`src/design/bcnd_pkg.sv`:
```
// Package for the base32 check-nibble decoder: word types, status codes,
// the symbol alphabet and its lookup function. Depends on nothing.
package bcnd_pkg;

    // Result status codes.
    typedef enum logic [1:0] {
        ST_OK       = 2'd0,
        ST_BADCHAR  = 2'd1,
        ST_BADCHECK = 2'd2,
        ST_SHORT    = 2'd3
    } status_t;

    // Input word: one character of the encoded message.
    typedef struct packed {
        logic [7:0] text_char;
        logic       message_last;
    } in_word_t;

    // Result word.
    typedef struct packed {
        logic [7:0] data_byte;
        status_t    status;
        logic       message_end;
    } out_word_t;

    // Results pushed into the queue by one character: none, one or two.
    typedef struct packed {
        logic [1:0] count;
        out_word_t  first;
        out_word_t  second;
    } push_t;

    // Outcome of an alphabet lookup.
    typedef struct packed {
        logic       hit;
        logic [4:0] value;
    } symbol_t;

    localparam int unsigned SYMBOLS = 32;

    localparam logic [7:0] ALPHABET [SYMBOLS] = '{
        8'h61, 8'h62, 8'h63, 8'h64, 8'h65, 8'h66, 8'h67, 8'h68,
        8'h6b, 8'h6d, 8'h6e, 8'h6f, 8'h70, 8'h71, 8'h72, 8'h73,
        8'h74, 8'h75, 8'h76, 8'h77, 8'h78, 8'h79, 8'h7a, 8'h30,
        8'h32, 8'h33, 8'h34, 8'h35, 8'h36, 8'h37, 8'h38, 8'h39
    };

    // Map a character to its index in the alphabet; hit is low when unknown.
    function automatic symbol_t symbol_of(input logic [7:0] ch);
        symbol_t res;
        res = '0;
        for (int i = 0; i < SYMBOLS; i++) begin
            if (ALPHABET[i] == ch) begin
                res.hit   = 1'b1;
                res.value = 5'(i);
            end
        end
        return res;
    endfunction

endpackage

```
`src/design/bcnd_group_unit.sv`:
```
// Input register, group assembly and check logic of the base32 decoder.
// Depends on bcnd_pkg; pushes its results into bcnd_result_queue.
module bcnd_group_unit (
    input  logic             aclk,
    input  logic             aresetn,
    input  logic             s_valid,
    output logic             s_ready,
    input  bcnd_pkg::in_word_t s_data,
    input  logic             room,
    output bcnd_pkg::push_t  push
);
    import bcnd_pkg::*;

    logic        in_valid_reg, in_valid_next;
    in_word_t    in_word_reg;
    logic [1:0]  count_reg, count_next;
    logic [14:0] partial_reg, partial_next;
    logic        discard_reg, discard_next;
    logic        take;
    symbol_t     sym;
    logic [19:0] group;
    logic [3:0]  check;

    // The held word is processed once the queue has space for two results.
    assign take    = in_valid_reg && room;
    assign s_ready = !in_valid_reg || take;

    always_comb begin
        in_valid_next = in_valid_reg;
        if (s_valid && s_ready) begin
            in_valid_next = 1'b1;
        end else if (take) begin
            in_valid_next = 1'b0;
        end
    end

    // Decode the held character against the current group.
    assign sym   = symbol_of(in_word_reg.text_char);
    assign group = {partial_reg, sym.value};
    assign check = group[3:0] ^ group[7:4] ^ group[11:8] ^ group[15:12] ^ group[19:16];

    always_comb begin
        count_next   = count_reg;
        partial_next = partial_reg;
        discard_next = discard_reg;
        push         = '0;
        if (take) begin
            if (discard_reg) begin
                if (in_word_reg.message_last) begin
                    discard_next = 1'b0;
                end
            end else if (!sym.hit) begin
                count_next   = '0;
                partial_next = '0;
                discard_next = !in_word_reg.message_last;
                push.count   = 2'd1;
                push.first   = '{data_byte: 8'h00, status: ST_BADCHAR, message_end: 1'b1};
            end else if (count_reg != 2'd3) begin
                if (in_word_reg.message_last) begin
                    count_next   = '0;
                    partial_next = '0;
                    push.count   = 2'd1;
                    push.first   = '{data_byte: 8'h00, status: ST_SHORT, message_end: 1'b1};
                end else begin
                    count_next   = count_reg + 2'd1;
                    partial_next = group[14:0];
                end
            end else begin
                count_next   = '0;
                partial_next = '0;
                if (check != 4'h0) begin
                    discard_next = !in_word_reg.message_last;
                    push.count   = 2'd1;
                    push.first   = '{data_byte: 8'h00, status: ST_BADCHECK,
                                     message_end: 1'b1};
                end else begin
                    push.count  = 2'd2;
                    push.first  = '{data_byte: group[19:12], status: ST_OK,
                                    message_end: 1'b0};
                    push.second = '{data_byte: group[11:4], status: ST_OK,
                                    message_end: in_word_reg.message_last};
                end
            end
        end
    end

    // Control state and group registers.
    always_ff @(posedge aclk) begin
        if (!aresetn) begin
            in_valid_reg <= 1'b0;
            count_reg    <= '0;
            partial_reg  <= '0;
            discard_reg  <= 1'b0;
        end else begin
            in_valid_reg <= in_valid_next;
            count_reg    <= count_next;
            partial_reg  <= partial_next;
            discard_reg  <= discard_next;
        end
    end

    // Input word register.
    always_ff @(posedge aclk) begin
        if (s_valid && s_ready) begin
            in_word_reg <= s_data;
        end
    end

endmodule

```
`src/design/bcnd_result_queue.sv`:
```
// Four-entry result queue taking up to two words per cycle and giving one.
// Depends on bcnd_pkg.
module bcnd_result_queue (
    input  logic              aclk,
    input  logic              aresetn,
    input  bcnd_pkg::push_t   push,
    output logic              room,
    output logic              m_valid,
    input  logic              m_ready,
    output bcnd_pkg::out_word_t m_data
);
    import bcnd_pkg::*;

    out_word_t  entry_reg [4];
    logic [1:0] wr_ptr_reg, wr_ptr_next;
    logic [1:0] rd_ptr_reg, rd_ptr_next;
    logic [2:0] fill_reg, fill_next;
    logic [1:0] wr_ptr_inc;
    logic       pop;

    assign room       = fill_reg <= 3'd2;
    assign m_valid    = fill_reg != 3'd0;
    assign m_data     = entry_reg[rd_ptr_reg];
    assign pop        = m_valid && m_ready;
    assign wr_ptr_inc = wr_ptr_reg + 2'd1;

    // Pointer and fill arithmetic.
    always_comb begin
        wr_ptr_next = wr_ptr_reg + push.count;
        rd_ptr_next = rd_ptr_reg + {1'b0, pop};
        fill_next   = fill_reg + {1'b0, push.count} - {2'b00, pop};
    end

    always_ff @(posedge aclk) begin
        if (!aresetn) begin
            wr_ptr_reg <= '0;
            rd_ptr_reg <= '0;
            fill_reg   <= '0;
        end else begin
            wr_ptr_reg <= wr_ptr_next;
            rd_ptr_reg <= rd_ptr_next;
            fill_reg   <= fill_next;
        end
    end

    // Entry storage: the first word at the write pointer, the second after it.
    always_ff @(posedge aclk) begin
        if (push.count != 2'd0) begin
            entry_reg[wr_ptr_reg] <= push.first;
        end
        if (push.count == 2'd2) begin
            entry_reg[wr_ptr_inc] <= push.second;
        end
    end

endmodule

```
`src/design/base32_check_nibble_decoder.sv`:
```
// Top level of the base32 check-nibble decoder.
// Depends on bcnd_pkg, bcnd_group_unit and bcnd_result_queue.
//
//   Channel | Direction | Word        | Fields
//   s_      | in        | in_word_t   | text_char, message_last
//   m_      | out       | out_word_t  | data_byte, status, message_end
//
// One character is accepted per cycle while the queue has space for two
// results; it is registered, decoded in one pass once the queue has room,
// and its zero, one or two results enter a four-entry queue, from whose
// registers the first result is offered. A held character waits only while
// the queue lacks space for two results. Results leave one per cycle while
// m_ready is high; reset (aresetn low, synchronous) empties the queue and
// clears the group in progress and the discard flag.
module base32_check_nibble_decoder (
    input  logic                aclk,
    input  logic                aresetn,
    input  logic                s_valid,
    output logic                s_ready,
    input  bcnd_pkg::in_word_t  s_data,
    output logic                m_valid,
    input  logic                m_ready,
    output bcnd_pkg::out_word_t m_data
);
    import bcnd_pkg::*;

    push_t push;
    logic  room;

    // Group assembly and checking.
    bcnd_group_unit u_group (
        .aclk    (aclk),
        .aresetn (aresetn),
        .s_valid (s_valid),
        .s_ready (s_ready),
        .s_data  (s_data),
        .room    (room),
        .push    (push)
    );

    // Result buffering towards the output channel.
    bcnd_result_queue u_queue (
        .aclk    (aclk),
        .aresetn (aresetn),
        .push    (push),
        .room    (room),
        .m_valid (m_valid),
        .m_ready (m_ready),
        .m_data  (m_data)
    );

endmodule
```
`config.mk`:
```
export PLATFORM = sky130hd
export DESIGN_NAME = base32_check_nibble_decoder
export DESIGN_NICKNAME = d
export VERILOG_FILES = /design/src/design/bcnd_pkg.sv /design/src/design/bcnd_group_unit.sv /design/src/design/bcnd_result_queue.sv /design/src/design/base32_check_nibble_decoder.sv
export SDC_FILE = /design/constraint.sdc
export NUM_CORES = 1
export LEC_CHECK = 0
export ABC_CLOCK_PERIOD_IN_PS = 4700
export BUFFER_PORTS_ARGS = -buffer_cell sky130_fd_sc_hd__buf_2
export CORE_MARGIN = 5
export CORE_UTILIZATION = 55
export CTS_CLUSTER_DIAMETER = 30
export CTS_CLUSTER_SIZE = 8
export DETAILED_ROUTE_END_ITERATION = 16
export HOLD_SLACK_MARGIN = 0.02
export PLACE_DENSITY = 0.74
export SYNTH_ARGS = -nofsm -noshare
export SYNTH_HDL_FRONTEND = slang
export SYNTH_SLANG_ARGS = --single-unit
export TNS_END_PERCENT = 10
```
`constraint.sdc`:
```
create_clock -name aclk -period 4.7 [get_ports aclk]
set_input_delay 0.94 -clock aclk [delete_from_list [all_inputs] [get_ports aclk]]
set_output_delay 0.94 -clock aclk [all_outputs]
set_load 0.1 [all_outputs]
```
Word level (Yosys, flattened, before mapping)
Memories as Yosys holds them, arrays and structs flattened. A register that Yosys moved wholly into a read port is not among the register bits.
Index checks and enable logic that the tools add are counted.
{"block": "op_classes", "muxes": 59, "order_cmp": 1, "addsub": 6, "n_reduce_logical": 11, "n_eq_ne": 34, "n_bitwise": 5}
{"op": "2-to-1 mux 6 bit", "n": 32}
{"op": "equality test 7 x 8 -> 1 bit, first input constant", "n": 23}
{"op": "equality test 6 x 8 -> 1 bit, first input constant", "n": 9}
{"op": "2-to-1 mux 24 bit", "n": 2}
{"op": "2-to-1 mux 15 bit", "n": 3}
{"op": "2-to-1 mux 13 bit", "n": 3}
{"op": "2-to-1 mux 11 bit", "n": 3}
{"op": "bitwise XOR 4 bit", "n": 4}
{"op": "2-to-1 mux 12 bit", "n": 1}
{"op": "2-to-1 mux 1 bit", "n": 11}
{"op": "2-to-1 mux 2 bit", "n": 4}
{"op": "adder 2 x 1 -> 2 bit, second input constant", "n": 2}
{"op": "nonzero test 2 bit", "n": 2}
{"op": "nonzero test 4 bit", "n": 1}
{"op": "adder 3 x 2 -> 3 bit", "n": 1}
{"op": "<= comparator 3 x 2 -> 1 bit, second input constant", "n": 1}
{"op": "logical AND 1 bit", "n": 3}
{"op": "nonzero test 3 bit", "n": 1}
{"op": "subtractor 3 x 1 -> 3 bit", "n": 1}
{"op": "adder 2 x 1 -> 2 bit", "n": 1}
{"op": "adder 2 bit", "n": 1}
{"op": "equality test 2 bit, second input constant", "n": 1}
{"op": "logical NOT 1 bit", "n": 2}
{"op": "inequality test 2 bit, second input constant", "n": 1}
{"op": "3 further kinds", "n": 3}
{"block": "totals", "ram_bits": 44, "memories": 1, "input_bits": 13, "output_inout_bits": 13, "wordCells": 126, "regBits": 35}
{"name": "u_queue.entry_reg", "depth": 4, "word_bits": 11, "read_ports": 1, "rd_clocked_by_memory_dff": 1, "wr": 2, "line_no": "bcnd_result_queue.sv:14", "source": "out_word_t entry_reg [4];"}

Depth between registers and ports, before layout
{"block": "depth", "word_depth": 46, "ltp_mapped": 15, "mapped_depth_nobuf": 12}

Cells and area by module
From an unflattened synthesis, not the netlist that was laid out.
{"block": "hier_totals", "hier_cells": 362, "hier_area_um2": 4585.6}
{"mod": "bcnd_result_queue", "cells_per_inst": 152, "seq_area_each_um2": 1461.4, "n_inst": 1, "area_per_inst_um2": 2677.6}
{"mod": "bcnd_group_unit", "cells_per_inst": 210, "seq_area_each_um2": 650.6, "n_inst": 1, "area_per_inst_um2": 1908.1}

Worst setup path before layout
No wires, ideal clock.
{"block": "synth_path", "path_type": "register to register", "startpoint": "register u_group.in_word_reg[4] (netlist bit)", "endpoint": "register u_queue.fill_reg[2]", "synth_period_minus_slack_ps": 3258, "required_time_ps": 4585, "setup_time_ps": 115, "slack_ps": 1442, "stages_incl_launch_ff": 15, "arrival_time_ps": 3143, "n_path_buf": 2, "cell_sequence": "edfxtp_1 > buf_2 > mux2_1 > and3_1 > a211oi_2 > a21boi_1 > nor4b_4 > nand3_2 > buf_2 > ha_1 > inv_1 > fa_1 > xnor2_1 > xnor2_1 > and2_1"}
{"block": "synth_via", "elab_chain_cells": 44, "word_cells_on_any_way": 76, "cone_classes": "add/sub (2); eq/ne (32); mux (37); bitwise (4); reduce/logical (1)"}
{"item": "from (decl)", "line_no": "bcnd_group_unit.sv:15", "source": "in_word_t in_word_reg;"}
{"item": "from (signal assigned)", "line_no": "bcnd_group_unit.sv:105", "source": "in_word_reg <= s_data;"}
{"item": "equality test 7 x 8 -> 1 bit", "line_no": "bcnd_pkg.sv:53", "source": "if (ALPHABET[i] == ch) begin"}
{"item": "2-to-1 mux 6 bit (30 in series)", "line_no": "bcnd_pkg.sv:53"}
{"item": "2-to-1 mux 6 bit (*)", "line_no": "bcnd_pkg.sv:53"}
{"item": "bitwise XOR 4 bit (4 in series)", "line_no": "bcnd_group_unit.sv:40", "source": "assign check = group[3:0] ^ group[7:4] ^ group[11:8] ^ group[15:12] ^ group[19:16];"}
{"item": "nonzero test 4 bit", "line_no": "bcnd_group_unit.sv:71", "source": "if (check != 4'h0) begin"}
{"item": "2-to-1 mux 13 bit", "line_no": "bcnd_group_unit.sv:71"}
{"item": "2-to-1 mux 13 bit", "line_no": "bcnd_group_unit.sv:58", "source": "end else if (count_reg != 2'd3) begin"}
{"item": "2-to-1 mux 13 bit (*)", "line_no": "bcnd_group_unit.sv:52", "source": "end else if (!sym.hit) begin"}
{"item": "2-to-1 mux 24 bit (*)", "line_no": "bcnd_group_unit.sv:48", "source": "if (discard_reg) begin"}
{"item": "2-to-1 mux 24 bit (*)", "line_no": "bcnd_group_unit.sv:47", "source": "if (take) begin"}
{"item": "adder 3 x 2 -> 3 bit (*)", "line_no": "bcnd_result_queue.sv:31", "source": "fill_next = fill_reg + {1'b0, push.count} - {2'b00, pop};"}
{"item": "subtractor 3 x 1 -> 3 bit (*)", "line_no": "bcnd_result_queue.sv:31"}
{"item": "to (signal assigned)", "line_no": "bcnd_result_queue.sv:42", "source": "fill_reg <= fill_next;"}
{"item": "to (decl)", "line_no": "bcnd_result_queue.sv:17", "source": "logic [2:0] fill_reg, fill_next;"}
Mark *: on every way between the ends. The rest lies on a longest branch, timed or not.
A chain may end at the register's enable or synchronous reset.

Final worst setup path
{"block": "layout_path", "startpoint": "register u_group.in_word_reg[2] (netlist bit)", "endpoint": "register u_queue.fill_reg[2]"}
The elaborated chain is that of the path after synthesis.

==> results.sh <==
export IMPL_synth_area_per_cell_um2=10.5
export IMPL_cts_buffers=9
export IMPL_cpPeakStageDelay_ns=0.66
export IMPL_synth_flop_cell="edfxtp_1"
export IMPL_grt_overflow=0
export IMPL_ant_nets=0
export IMPL_startpoint="u_group.in_word_reg[2]"
export IMPL_worstSetupPathDepth=12
export IMPL_dieArea_um2=9830
export IMPL_cap_violations=0
export IMPL_gp_congestion=0.831
export IMPL_die_height_um=99.1
export IMPL_die_w_um=99.1
export IMPL_max_freq_mhz=268
export IMPL_syn_nets=436
export IMPL_via_count=3257
export IMPL_grt_first_pass_wirelength_um=16100
export IMPL_route_detailed_drc=0
export IMPL_worstRegToRegCells=12
export IMPL_grt_start_max_net_pins=31
export IMPL_io_buffer_count=25
export IMPL_yosysSeqAreaShare_pct=46.5
export IMPL_finalPower_uw=2140
export IMPL_cp_data_arrival_time_ns=3.99
export IMPL_crit_required_ns=4.96
export IMPL_status="completed"
export IMPL_min_period_ns=3.73
export IMPL_postCtsHoldBufs=0
export IMPL_rrSetupSlack_ns=0.97
export IMPL_antenna_cells=0
export IMPL_yosys_register_bits=79
export IMPL_fin_cells=533
export IMPL_wire_per_inst_um=18.0
export IMPL_synth_cells=416
export IMPL_reg2reg_to="u_queue.fill_reg[2]"
export IMPL_area_growth_pct=9.05
export IMPL_crit_chain="or3_1 -> a211o_1 -> a21oi_1 -> nor3_2 -> or2_1 -> nor3_4 -> o21ai_1 -> ha_1 -> fa_1 -> xnor2_1 -> xnor2_1 -> and2_1"
export IMPL_p_leak_uw=0.00158
export IMPL_final_hold_violation_count=0
export IMPL_synth_warnings=0
export IMPL_slew_violations=0
export IMPL_slew_headroom_pct=28.5
export IMPL_via_per_inst=6.11
export IMPL_largest_register_ffs=44
export IMPL_cts_setup_buffers=0
export IMPL_first_pass_iters=6
export IMPL_clk_latency_ns=0.36
export IMPL_finalCritPeriodShare_pct=79.5
export IMPL_grt_usage_pct=20.7
export IMPL_finalWirelength_um=9610
export IMPL_fin_skew_ns=0.0139
export IMPL_reg2reg_from="u_group.in_word_reg[2]"
export IMPL_grt_pass1_vias=3179
export IMPL_cts_tree="done"
export IMPL_hpwl_um=6810
export IMPL_drt_iter0_drc=318
export IMPL_synth_async_sr_flop_share_pct=0
export IMPL_core_area_um2=7730
export IMPL_setup_viol_count_final=0
export IMPL_synth_edf_count=45
export IMPL_cts_resized_gates=0
export IMPL_worstSetupStartpointType="flop"
export IMPL_cts_sinks=79
export IMPL_worst_pin_slew_ns=1.07
export IMPL_io_pins=26
export IMPL_cp_top_family="simple AND/OR/NAND/NOR gates"
export IMPL_antenna_found_initial=0
export IMPL_crit_type="flop to flop"
export IMPL_endpoint="u_queue.fill_reg[2]"
export IMPL_tns_ns=0
export IMPL_netlist_area_um2=4370
export IMPL_num_rows=32
export IMPL_critPathMaxFanout=23
export IMPL_initial_core_util_pct=56.6
export IMPL_cp_slowest_cell="edfxtp_1"
export IMPL_hold_path_class="flop to flop"
export IMPL_clk_pin_slew_worst_paths_ns=0.09
export IMPL_cts_path_max_buffers=2
export IMPL_htreeDepth=3
export IMPL_cts_root_buffer="clkbuf_8"
export IMPL_synth_cell_types=65
export IMPL_placed_cells=517
export IMPL_irDropWorstVdd_uv=217
export IMPL_fin_nets=446
export IMPL_endpoint_kind="flop"
export IMPL_crit_top_cell="xnor2_1"
export IMPL_path_buf_inv=0
export IMPL_drive_above_1_share_pct=16.0
export IMPL_rsz0062_at_grt="false"
export IMPL_powerDensity_nw_per_um2=449
## worst register-to-register path: cells and delay by family, from the launching register on
family | cells | cell delay, ns
AND/OR/NAND/NOR | 5 | 1.32
XOR/XNOR | 2 | 0.31
adder cells (fa/ha/maj) | 2 | 0.64
AO/OA/AOI/OAI | 3 | 0.72
flip-flops | 1 | 0.66
## report_power, final
group / leakage [uW] / switching (uW) / internal [uW] / total [uW]
Clock: 0.000121 / 258 / 358 / 616
Combinational: 0.000749 / 470 / 188 / 658
Sequential: 0.000713 / 90.0 / 774 / 864
## worst min-delay path by stage
| stage | end | depth (start not counted) | startpoint | slack [ns] |
|---|---|---|---|---|
| 2_1_floorplan | u_queue.entry_reg[1][1] | 1 | u_queue.entry_reg[1][1] | 0.44 |
| 3_3_place_gp | u_queue.entry_reg[3][1] | 1 | u_queue.entry_reg[3][1] | 0.46 |
| 3_5_place_dp | u_queue.entry_reg[3][1] | 1 | u_queue.entry_reg[3][1] | 0.48 |
| 4_1_cts | u_queue.entry_reg[3][1] | 1 | u_queue.entry_reg[3][1] | 0.50 |
| 5_1_grt | u_queue.entry_reg[1][1] | 1 | u_queue.entry_reg[1][1] | 0.53 |
| 6_report | u_queue.entry_reg[3][1] | 1 | u_queue.entry_reg[3][1] | 0.50 |
## logic make-up after synthesis
group                    synth area share (%)
XOR/XNOR                                 4.01
flip-flops                               46.5
buffers and inverters                    3.75
adder cells (fa/ha/maj)                  2.43
AO/OA/AOI/OAI                            16.0
AND/OR/NAND/NOR                          19.8
multiplexers                             7.53
## placed cells by master (no fill, tap or decap), drive strengths merged, types with 9 or more instances in the layout
| master | n |
|---|---|
| dfxtp | 34 |
| nor2b | 20 |
| inv | 9 |
| o21ai | 23 |
| nor2 | 42 |
| edfxtp | 45 |
| nand2 | 17 |
| mux4 | 11 |
| a22oi | 28 |
| xnor2 | 15 |
| buf | 29 |
| clkbuf | 10 |
| and2 | 16 |
| nor3 | 17 |
## cell type report
cell class,instances,area (um^2)
Inverter,7,26.3
Timing Repair Buffer,29,155
Clock inverter,6,116
Clock buffer,10,128
Multi-Input combinational cell,300,2180
Tap cell,102,128
Fill cell,625,2960
Sequential cell,79,2030
## metal layers
| layer | up-vias | GRT usage (%) | part of all wire [%] |
|---|---|---|---|
| met5 | - | 0 | 0 |
| met4 | 0 | 4.94 | 1.3 |
| met3 | 11 | 4.98 | 5.6 |
| met2 | 102 | 33.9 | 48 |
| met1 | 1584 | 28.0 | 45 |
| li1 | 1560 | - | - |
## synthesized netlist by cell type, types with 4 or more instances
master / number / area, um^2
edfxtp_1: 45 / 1350
nor2_1: 42 / 158
dfxtp_1: 34 / 681
a22oi_1: 28 / 210
nor2b_1: 20 / 125
o21ai_0: 20 / 100
nand2_1: 17 / 63.8
and2_1: 16 / 100
clkbuf_1: 15 / 56.3
nor3_1: 15 / 75.1
xnor2_1: 15 / 131
mux4_2: 11 / 248
buf_2: 8 / 40.0
inv_1: 7 / 26.3
mux2i_1: 7 / 70.1
a21oi_1: 6 / 30.0
ha_1: 6 / 75.1
nand2b_1: 6 / 37.5
nand3_1: 5 / 25.0
xor2_1: 5 / 43.8
a211o_1: 4 / 35.0
buf_1: 4 / 15.0
nor4_1: 4 / 25.0
o21a_1: 4 / 30.0
or3_1: 4 / 25.0
## stage by stage
step,hold slack (ns),worst slack [ns],instance area [um^2],utilization [%]
after floorplan,0.437,1.44,4370,-
after global placement,0.464,1.17,4520,58.5
after detailed placement,0.476,0.995,4520,58.5
after CTS,0.498,0.978,4770,61.7
after global routing,0.533,0.698,4770,61.7
final,0.504,0.966,4770,61.7
No activity file was read; power rests on OpenSTA's default activity.
